===== src/design/p2a_pkg.sv =====
// Shared types, format codes and conversion constants for the pixel to ARGB converter.
`default_nettype none
package p2a_pkg;

	// Pixel format codes held in the format register
	localparam logic [2:0] FMT_YCC    = 3'd0;
	localparam logic [2:0] FMT_LUMA   = 3'd1;
	localparam logic [2:0] FMT_RGB    = 3'd2;
	localparam logic [2:0] FMT_GREY   = 3'd3;
	localparam logic [2:0] FMT_GREY_A = 3'd4;
	localparam logic [2:0] FMT_RGBA   = 3'd5;
	localparam logic [2:0] FMT_RESET  = FMT_RGB;

	// Q16 colour conversion coefficients
	localparam logic [16:0] COEF_CR_R = 17'd91881;
	localparam logic [16:0] COEF_CB_G = 17'd22554;
	localparam logic [16:0] COEF_CR_G = 17'd46802;
	localparam logic [16:0] COEF_CB_B = 17'd116130;

	localparam logic [7:0] CHROMA_MID = 8'd128;
	localparam logic [7:0] CHAN_MAX   = 8'd255;

	// Product and sum widths for the Q16 arithmetic
	localparam int PROD_W = 26;
	localparam int SUM_W  = 27;

	// Queue between front and back
	localparam int QUEUE_AW    = 1;
	localparam int QUEUE_DEPTH = 1 << QUEUE_AW;

	// Classified word: for YCbCr the bytes are Y, Cb, Cr; otherwise final R, G, B.
	typedef struct packed {
		logic       is_ycc;
		logic [7:0] alpha;
		logic [7:0] ch_a;
		logic [7:0] ch_b;
		logic [7:0] ch_c;
	} item_t;

	// Floor to an integer channel and saturate to 0..255.
	function automatic logic [7:0] sat_q16(input logic signed [SUM_W-1:0] v);
		logic [7:0] res;
		if (v[SUM_W-1]) begin
			res = 8'd0;
		end else if (|v[SUM_W-2:24]) begin
			res = CHAN_MAX;
		end else begin
			res = v[23:16];
		end
		return res;
	endfunction

endpackage
`default_nettype wire


===== src/design/p2a_front.sv =====
// Front part: accepts pixels and classifies them by the configured format.
`default_nettype none
module p2a_front
	import p2a_pkg::*;
(
	input  wire logic       clk,
	input  wire logic       arst_n,
	input  wire logic [2:0] fmt,
	input  wire logic       in_valid,
	output logic            in_stall,
	input  wire logic [7:0] comp_a,
	input  wire logic [7:0] comp_b,
	input  wire logic [7:0] comp_c,
	input  wire logic [7:0] alpha_in,
	output logic            item_valid,
	input  wire logic       item_ready,
	output item_t           item
);

	logic  vld_s1;
	item_t item_s1;
	item_t cls;
	logic  take;

	always_comb begin
		cls        = '0;
		cls.is_ycc = 1'b0;
		case (fmt)
			FMT_YCC: begin
				cls.is_ycc = 1'b1;
				cls.ch_a   = comp_a;
				cls.ch_b   = comp_b;
				cls.ch_c   = comp_c;
			end
			FMT_LUMA, FMT_GREY: begin
				cls.ch_a = comp_a;
				cls.ch_b = comp_a;
				cls.ch_c = comp_a;
			end
			FMT_RGB: begin
				cls.ch_a = comp_a;
				cls.ch_b = comp_b;
				cls.ch_c = comp_c;
			end
			FMT_GREY_A: begin
				cls.alpha = CHAN_MAX - alpha_in;
				cls.ch_a  = comp_a;
				cls.ch_b  = comp_a;
				cls.ch_c  = comp_a;
			end
			FMT_RGBA: begin
				cls.alpha = CHAN_MAX - alpha_in;
				cls.ch_a  = comp_a;
				cls.ch_b  = comp_b;
				cls.ch_c  = comp_c;
			end
			default: begin
				cls = '0;
			end
		endcase
	end

	assign take     = !vld_s1 || item_ready;
	assign in_stall = !take;

	always_ff @(posedge clk or negedge arst_n) begin
		if (!arst_n) begin
			vld_s1 <= 1'b0;
		end else if (take) begin
			vld_s1 <= in_valid;
		end
	end

	always_ff @(posedge clk) begin
		if (take && in_valid) begin
			item_s1 <= cls;
		end
	end

	assign item_valid = vld_s1;
	assign item       = item_s1;

endmodule
`default_nettype wire


===== src/design/p2a_queue.sv =====
// Short queue of classified words between the front and the back part.
`default_nettype none
module p2a_queue
	import p2a_pkg::*;
(
	input  wire logic  clk,
	input  wire logic  arst_n,
	input  wire logic  push_valid,
	output logic       push_ready,
	input  wire item_t push_item,
	output logic       pop_valid,
	input  wire logic  pop_ready,
	output item_t      pop_item
);

	item_t                 entry_q [QUEUE_DEPTH];
	logic [QUEUE_AW-1:0]   wr_ptr_q;
	logic [QUEUE_AW-1:0]   rd_ptr_q;
	logic [QUEUE_AW:0]     count_q;
	logic                  do_push;
	logic                  do_pop;

	assign push_ready = (count_q != (QUEUE_AW+1)'(QUEUE_DEPTH));
	assign pop_valid  = (count_q != '0);
	assign pop_item   = entry_q[rd_ptr_q];
	assign do_push    = push_valid && push_ready;
	assign do_pop     = pop_valid && pop_ready;

	always_ff @(posedge clk or negedge arst_n) begin
		if (!arst_n) begin
			wr_ptr_q <= '0;
			rd_ptr_q <= '0;
			count_q  <= '0;
		end else begin
			if (do_push) begin
				wr_ptr_q <= wr_ptr_q + 1'b1;
			end
			if (do_pop) begin
				rd_ptr_q <= rd_ptr_q + 1'b1;
			end
			case ({do_push, do_pop})
				2'b10:   count_q <= count_q + 1'b1;
				2'b01:   count_q <= count_q - 1'b1;
				default: count_q <= count_q;
			endcase
		end
	end

	always_ff @(posedge clk) begin
		if (do_push) begin
			entry_q[wr_ptr_q] <= push_item;
		end
	end

endmodule
`default_nettype wire


===== src/design/p2a_back.sv =====
// Back part: YCbCr colour products, saturation and ARGB packing into the output register.
`default_nettype none
module p2a_back
	import p2a_pkg::*;
(
	input  wire logic  clk,
	input  wire logic  arst_n,
	input  wire logic  item_valid,
	output logic       item_ready,
	input  wire item_t item,
	output logic       out_valid,
	input  wire logic  out_stall,
	output logic [31:0] argb_word
);

	logic                     vld_s1;
	item_t                    item_s1;
	logic signed [PROD_W-1:0] pr_s1;
	logic signed [PROD_W-1:0] pgb_s1;
	logic signed [PROD_W-1:0] pgr_s1;
	logic signed [PROD_W-1:0] pb_s1;
	logic                     vld_s2;
	logic [31:0]              argb_s2;

	logic                     ready_s1;
	logic                     ready_s2;
	logic signed [8:0]        db;
	logic signed [8:0]        dr;
	logic signed [PROD_W-1:0] db_ext;
	logic signed [PROD_W-1:0] dr_ext;
	logic signed [SUM_W-1:0]  y16;
	logic signed [SUM_W-1:0]  r_sum;
	logic signed [SUM_W-1:0]  g_sum;
	logic signed [SUM_W-1:0]  b_sum;
	logic [31:0]              word;

	assign ready_s2   = !vld_s2 || !out_stall;
	assign ready_s1   = !vld_s1 || ready_s2;
	assign item_ready = ready_s1;

	// Chroma offsets around the mid value, sign-extended for the products.
	assign db     = $signed({1'b0, item.ch_b}) - $signed({1'b0, CHROMA_MID});
	assign dr     = $signed({1'b0, item.ch_c}) - $signed({1'b0, CHROMA_MID});
	assign db_ext = PROD_W'(db);
	assign dr_ext = PROD_W'(dr);

	always_ff @(posedge clk or negedge arst_n) begin
		if (!arst_n) begin
			vld_s1 <= 1'b0;
			vld_s2 <= 1'b0;
		end else begin
			if (ready_s1) begin
				vld_s1 <= item_valid;
			end
			if (ready_s2) begin
				vld_s2 <= vld_s1;
			end
		end
	end

	always_ff @(posedge clk) begin
		if (ready_s1 && item_valid) begin
			item_s1 <= item;
			pr_s1   <= dr_ext * $signed(PROD_W'(COEF_CR_R));
			pgb_s1  <= db_ext * $signed(PROD_W'(COEF_CB_G));
			pgr_s1  <= dr_ext * $signed(PROD_W'(COEF_CR_G));
			pb_s1   <= db_ext * $signed(PROD_W'(COEF_CB_B));
		end
	end

	assign y16   = $signed({{(SUM_W-24){1'b0}}, item_s1.ch_a, 16'h0000});
	assign r_sum = y16 + SUM_W'(pr_s1);
	assign g_sum = y16 - SUM_W'(pgb_s1) - SUM_W'(pgr_s1);
	assign b_sum = y16 + SUM_W'(pb_s1);

	always_comb begin
		if (item_s1.is_ycc) begin
			word = {8'h00, sat_q16(r_sum), sat_q16(g_sum), sat_q16(b_sum)};
		end else begin
			word = {item_s1.alpha, item_s1.ch_a, item_s1.ch_b, item_s1.ch_c};
		end
	end

	always_ff @(posedge clk) begin
		if (ready_s2 && vld_s1) begin
			argb_s2 <= word;
		end
	end

	assign out_valid = vld_s2;
	assign argb_word = argb_s2;

endmodule
`default_nettype wire


===== src/design/pixel_to_argb_converter_top.sv =====
// Top level of the pixel to ARGB converter: format register, front, queue and back.
// The converter takes one pixel word per clock while in_stall is low and delivers one
// packed ARGB word per clock while out_stall is low. Words arrive in order and the
// throughput is set by the two-stage back pipeline (colour products, then sum and saturate),
// which advances every cycle while the output is not stalled. A two-entry queue decouples
// the classifying front from the back, and the output word sits in a register of its own.
// The pixel format register resets to RGB and must only be written while the converter is
// empty; formats six and seven produce an all-zero word.
`default_nettype none
module pixel_to_argb_converter_top
	import p2a_pkg::*;
(
	input  wire logic       clk,
	input  wire logic       arst_n,
	input  wire logic       cfg_we,
	input  wire logic [2:0] cfg_wdata,
	input  wire logic       in_valid,
	output logic            in_stall,
	input  wire logic [7:0] comp_a,
	input  wire logic [7:0] comp_b,
	input  wire logic [7:0] comp_c,
	input  wire logic [7:0] alpha_in,
	output logic            out_valid,
	input  wire logic       out_stall,
	output logic [31:0]     argb_word
);

	logic [2:0] pixel_format_q;
	logic       fr_valid;
	logic       fr_ready;
	item_t      fr_item;
	logic       bk_valid;
	logic       bk_ready;
	item_t      bk_item;

	always_ff @(posedge clk or negedge arst_n) begin
		if (!arst_n) begin
			pixel_format_q <= FMT_RESET;
		end else if (cfg_we) begin
			pixel_format_q <= cfg_wdata;
		end
	end

	p2a_front u_front (
		.clk        (clk),
		.arst_n     (arst_n),
		.fmt        (pixel_format_q),
		.in_valid   (in_valid),
		.in_stall   (in_stall),
		.comp_a     (comp_a),
		.comp_b     (comp_b),
		.comp_c     (comp_c),
		.alpha_in   (alpha_in),
		.item_valid (fr_valid),
		.item_ready (fr_ready),
		.item       (fr_item)
	);

	p2a_queue u_queue (
		.clk        (clk),
		.arst_n     (arst_n),
		.push_valid (fr_valid),
		.push_ready (fr_ready),
		.push_item  (fr_item),
		.pop_valid  (bk_valid),
		.pop_ready  (bk_ready),
		.pop_item   (bk_item)
	);

	p2a_back u_back (
		.clk        (clk),
		.arst_n     (arst_n),
		.item_valid (bk_valid),
		.item_ready (bk_ready),
		.item       (bk_item),
		.out_valid  (out_valid),
		.out_stall  (out_stall),
		.argb_word  (argb_word)
	);

endmodule
`default_nettype wire


===== config.mk =====
export PLATFORM = sky130hd
export DESIGN_NAME = pixel_to_argb_converter_top
export DESIGN_NICKNAME = d
export VERILOG_FILES = /design/src/design/p2a_pkg.sv /design/src/design/p2a_front.sv /design/src/design/p2a_queue.sv /design/src/design/p2a_back.sv /design/src/design/pixel_to_argb_converter_top.sv
export SDC_FILE = /design/constraint.sdc
export NUM_CORES = 1
export LEC_CHECK = 0
export BUFFER_PORTS_ARGS = -buffer_cell sky130_fd_sc_hd__buf_2
export CORE_AREA = 2 2 203 205
export DETAILED_ROUTE_END_ITERATION = 7
export DIE_AREA = 0 0 205 207
export PLACE_DENSITY = 0.59
export SLEW_MARGIN = 20
export SYNTH_ARGS = -nofsm -noshare
export SYNTH_HDL_FRONTEND = slang
export SYNTH_HIERARCHICAL = 1
export SYNTH_SLANG_ARGS = --single-unit
export TNS_END_PERCENT = 30

===== constraint.sdc =====
create_clock -name clk -period 7.67 [get_ports clk]
set_input_delay 0.767 -clock clk [delete_from_list [all_inputs] [get_ports clk]]
set_output_delay 0.767 -clock clk [all_outputs]
set_load 0.01 [all_outputs]

==> metrics list <==
- The detail route stage leaves a number of antenna-violating nets equal to 0.
* Achievable Freq: 157 MHz
- Counting flops with a built-in enable in the synthesized netlist gives between 200 and 250.
- Setup clock skew after layout: 0.00888 ns
- Synth Register Bits: roughly 240
- Die footprint: 42400 um2
- Drt first pass iters: 5
* Core ar.: 40400 um2
* DRC violation count after routing: 0
- Cell area after synthesis: 18400 um2
- Commonest non-fill, non-tap cells in the layout: sky130_fd_sc_hd__ha_1 (310), sky130_fd_sc_hd__inv_1 (248), sky130_fd_sc_hd__edfxtp_1 (228)
* Kind of critical path: reg -> reg
- Post-cts sizing count: 0
* Post-route minimum period: 6.35 ns
- Layout Nets: 2069
- Arrival time reported for the critical path endpoint: 6.65 ns
- PortBufs: 73
* Violation count after the first detailed-routing iteration: 569
* Maximum root-to-sink buffer count: 3
* Clock transition time at the flip-flop clock pins of the worst setup and hold paths: around 0.060 ns
* Vias in the first global route: 11.6k
- Area taken by flip-flops and latches: 7100 um2
* Crit path setup slack, layout: 1.32 ns
- TritonCTS clock tree: yes
- Initial antenna violation count: 0
* Count of warnings emitted by yosys: 6
- Type of element capturing the critical path: flip-flop
- Leaving out filler cells and counting taps, the final layout contains 2161.
* Critical path startpoint category: flip-flop
- Sorting the synthesized cells by area gives the leading types as sky130_fd_sc_hd__edfxtp_1 (37%), sky130_fd_sc_hd__ha_1 (21%), sky130_fd_sc_hd__fa_1 (12%), sky130_fd_sc_hd__inv_1 (5.1%), sky130_fd_sc_hd__xnor2_1 (2.4%).
- Most common cell after layout, fill and taps aside: sky130_fd_sc_hd__ha_1
- The worst pin sits at a relative slew slack of 26.7%.
* Syn Nets: between 1.5k and 2k
- Initial standard-cell utilization of the core: 45.6%
- Final Max Slew Viols: 0
- Total negative setup slack: 0 ns
- Slew at the pin with the worst max-slew slack: 1.10 ns
- Including well taps, the total number of placed cells is roughly 2.1k.
- The die is 205 um wide.
- For this run the aggregate overflow at the end of global routing stands at 0.
- The clock reaches the later pin of the worst-skew pair after 0.55 ns.
- OpenSTA, run right after detailed placement, puts the worst setup slack at roughly 1.3 ns.
* Distinct cell type count after synthesis: 78
* DP Wirelength: roughly 30 mm
- Fraction of final layout cells sized beyond drive strength 1: 12.2%
* CTS Buf Count: 27
- Placer Congestion: 0.905
- In the final routed layout, each cell accounts on average for 17.8 um.
- Post-CTS timing repair inserted 0 buffers for setup.
- Hold Buf Count CTS: 0
- Top flip-flop cell by instance count after synthesis: sky130_fd_sc_hd__edfxtp_1
* Tcrit/Tclk final: approximately 83%
- In this run the worst path has a maximum fanout of 25.
* Root buffer selected by CTS: sky130_fd_sc_hd__clkbuf_16
- Row generation in the floorplan step produced 74 rows.
* RSZ-0062 raised after global routing: false
* Outcome: complete, no violations
- Summed over all instances, the cell type with the most area after synthesis is sky130_fd_sc_hd__edfxtp_1.
- Antenna diodes: 0
* DIE HEIGHT: 207 um
* Number of vias after detailed routing: 11.3k
- In this run the cell area measured after placement is just under 20000 um2.
- Synth-to-layout area growth: 10.4%
- The cell count after synthesis came out at approximately 1.5k.
- Fillers: 3648
- Yosys top cell area share: between 30% and 40%
- Multi-input logic area: 10200 um2
- Each instance of the synthesized netlist takes up on average approximately 12 um2.
* Num ports: 74
* Cell area after layout: 20300 um2
* Global-route wire length before repair: 62.8 mm
- Of the synthesized area, sequential elements account for between 30% and 40%.
- Hold WC Path Type: in -> async
- In the synthesized netlist the async set-or-reset flop fraction comes to 4.20%.
* Count of final setup violators: 0
- For the worst setup path, the data required time is 7.97 ns.
- Entering global routing, the biggest net connects 59 pins.
- Max-capacitance violation count: 0
- CTS H-tree depth: 1
* Num Clock Sinks: 238
- Global Route Usage Sum: 19.0%
- Using the TritonRoute via totals, the vias-per-cell ratio works out to 5.25.
* Count of final hold-check violations: 0
* Aggregate routed wire length: 38.4 mm
sequential cells by signal, indices dropped and copies added (netlist names), 2 cells and up:
signal            flops
pixel_format_q        3
u_back/argb_word     32
u_back/item_s1       33
u_back/pb_s1         10
u_back/pgb_s1        22
u_back/pgr_s1        18
u_back/pr_s1         14
u_front/item         33
u_queue/count_q       2
u_queue/entry_q      66
through the flow:
step           util [%]  hold slack, ns
2_1_floorplan         -           0.421
5_1_grt            50.3          0.0660
3_3_place_gp       47.8           0.423
3_5_place_dp       47.8           0.431
4_1_cts            50.3          0.0457
6_report           50.3          0.0662
kinds of logic (layout without fill, tap and decap cells):
group           count (synthesis)  in the layout  share of synthesized area [%]
fa+ha+maj                     421            421                           33.2
buf+inv                       272            377                           5.99
compound gates                247            247                           10.1
flops                         238            238                           38.6
simple gates                  233            233                           6.28
xor+xnor                       76             76                           3.62
mux                            37             37                           2.26
critical path: stages (launching register included):
cell,delay (ns)
sky130_fd_sc_hd__dfrtp_1,0.60
sky130_fd_sc_hd__buf_4,0.43
sky130_fd_sc_hd__mux2_2,0.50
sky130_fd_sc_hd__ha_1,0.42
sky130_fd_sc_hd__ha_1,0.32
sky130_fd_sc_hd__inv_1,0.11
sky130_fd_sc_hd__fa_1,0.45
sky130_fd_sc_hd__fa_1,0.51
sky130_fd_sc_hd__fa_1,0.51
sky130_fd_sc_hd__inv_1,0.04
sky130_fd_sc_hd__ha_1,0.32
sky130_fd_sc_hd__a21o_1,0.18
sky130_fd_sc_hd__a21oi_1,0.23
sky130_fd_sc_hd__o21ai_1,0.08
sky130_fd_sc_hd__a21o_1,0.22
sky130_fd_sc_hd__a31o_2,0.28
sky130_fd_sc_hd__a211oi_1,0.35
sky130_fd_sc_hd__o21ai_1,0.19
sky130_fd_sc_hd__a31oi_1,0.23
sky130_fd_sc_hd__xnor2_1,0.08
area by class of cell:
| type | count | area share [%] |
|---|---|---|
| tap | 532 | 3.28 |
| timing repair buffer | 79 | 2.02 |
| clock buffer | 29 | 3.36 |
| sequential | 238 | 35.0 |
| clock inverter | 21 | 1.52 |
| inverter | 248 | 4.58 |
| multi-input combinational | 1014 | 50.3 |
final timing paths:
path	from	endpoint	slack [ns]	cells after the start
hold reg to reg	u_front/item[10]	u_queue/entry_q[1][10]	0.44	0
max in group asynchronous	arst_n	pixel_format_q[1]	7.35	1
setup / recovery	u_queue/rd_ptr_q	u_back/pgr_s1[23]	1.32	19
setup reg to reg	u_queue/rd_ptr_q	u_back/pgr_s1[23]	1.32	19
min in group clk	in_valid	u_front/item_valid	0.41	2
hold / removal	arst_n	u_queue/rd_ptr_q	0.07	1
per-layer routing:
| layer | vias to the layer above | track usage, % | part of all wire (%) |
|---|---|---|---|
| li1 | 5563 | - | - |
| met1 | 5535 | 27.7 | 48 |
| met2 | 200 | 30.3 | 46 |
| met3 | 38 | 2.60 | 4.5 |
| met4 | 0 | 3.62 | 1.4 |
| met5 | - | 0 | 0 |
synthesized netlist by cell type, types with 5 or more instances:
library cell	number
sky130_fd_sc_hd__a21boi_1	5
sky130_fd_sc_hd__a21o_1	25
sky130_fd_sc_hd__a21oi_1	42
sky130_fd_sc_hd__a221oi_1	10
sky130_fd_sc_hd__a221oi_2	8
sky130_fd_sc_hd__a31oi_1	24
sky130_fd_sc_hd__and2_1	15
sky130_fd_sc_hd__and3_1	9
sky130_fd_sc_hd__buf_6	8
sky130_fd_sc_hd__clkbuf_1	11
sky130_fd_sc_hd__dfrtp_1	9
sky130_fd_sc_hd__edfxtp_1	228
sky130_fd_sc_hd__fa_1	111
sky130_fd_sc_hd__ha_1	310
sky130_fd_sc_hd__inv_1	248
sky130_fd_sc_hd__mux2_2	34
sky130_fd_sc_hd__nand2_1	54
sky130_fd_sc_hd__nand2b_1	10
sky130_fd_sc_hd__nand3_1	14
sky130_fd_sc_hd__nor2_1	67
sky130_fd_sc_hd__nor2b_1	21
sky130_fd_sc_hd__nor3_1	15
sky130_fd_sc_hd__o2111ai_1	8
sky130_fd_sc_hd__o211ai_1	8
sky130_fd_sc_hd__o21a_1	7
sky130_fd_sc_hd__o21ai_0	17
sky130_fd_sc_hd__o21ai_1	18
sky130_fd_sc_hd__o21bai_1	8
sky130_fd_sc_hd__o2bb2ai_1	8
sky130_fd_sc_hd__o31ai_1	5
sky130_fd_sc_hd__or2_2	5
sky130_fd_sc_hd__or3_1	5
sky130_fd_sc_hd__xnor2_1	51
sky130_fd_sc_hd__xor2_1	25
Power is not shown: default switching activity piles up to over one toggle a cycle in this logic, so the estimate is an artifact.
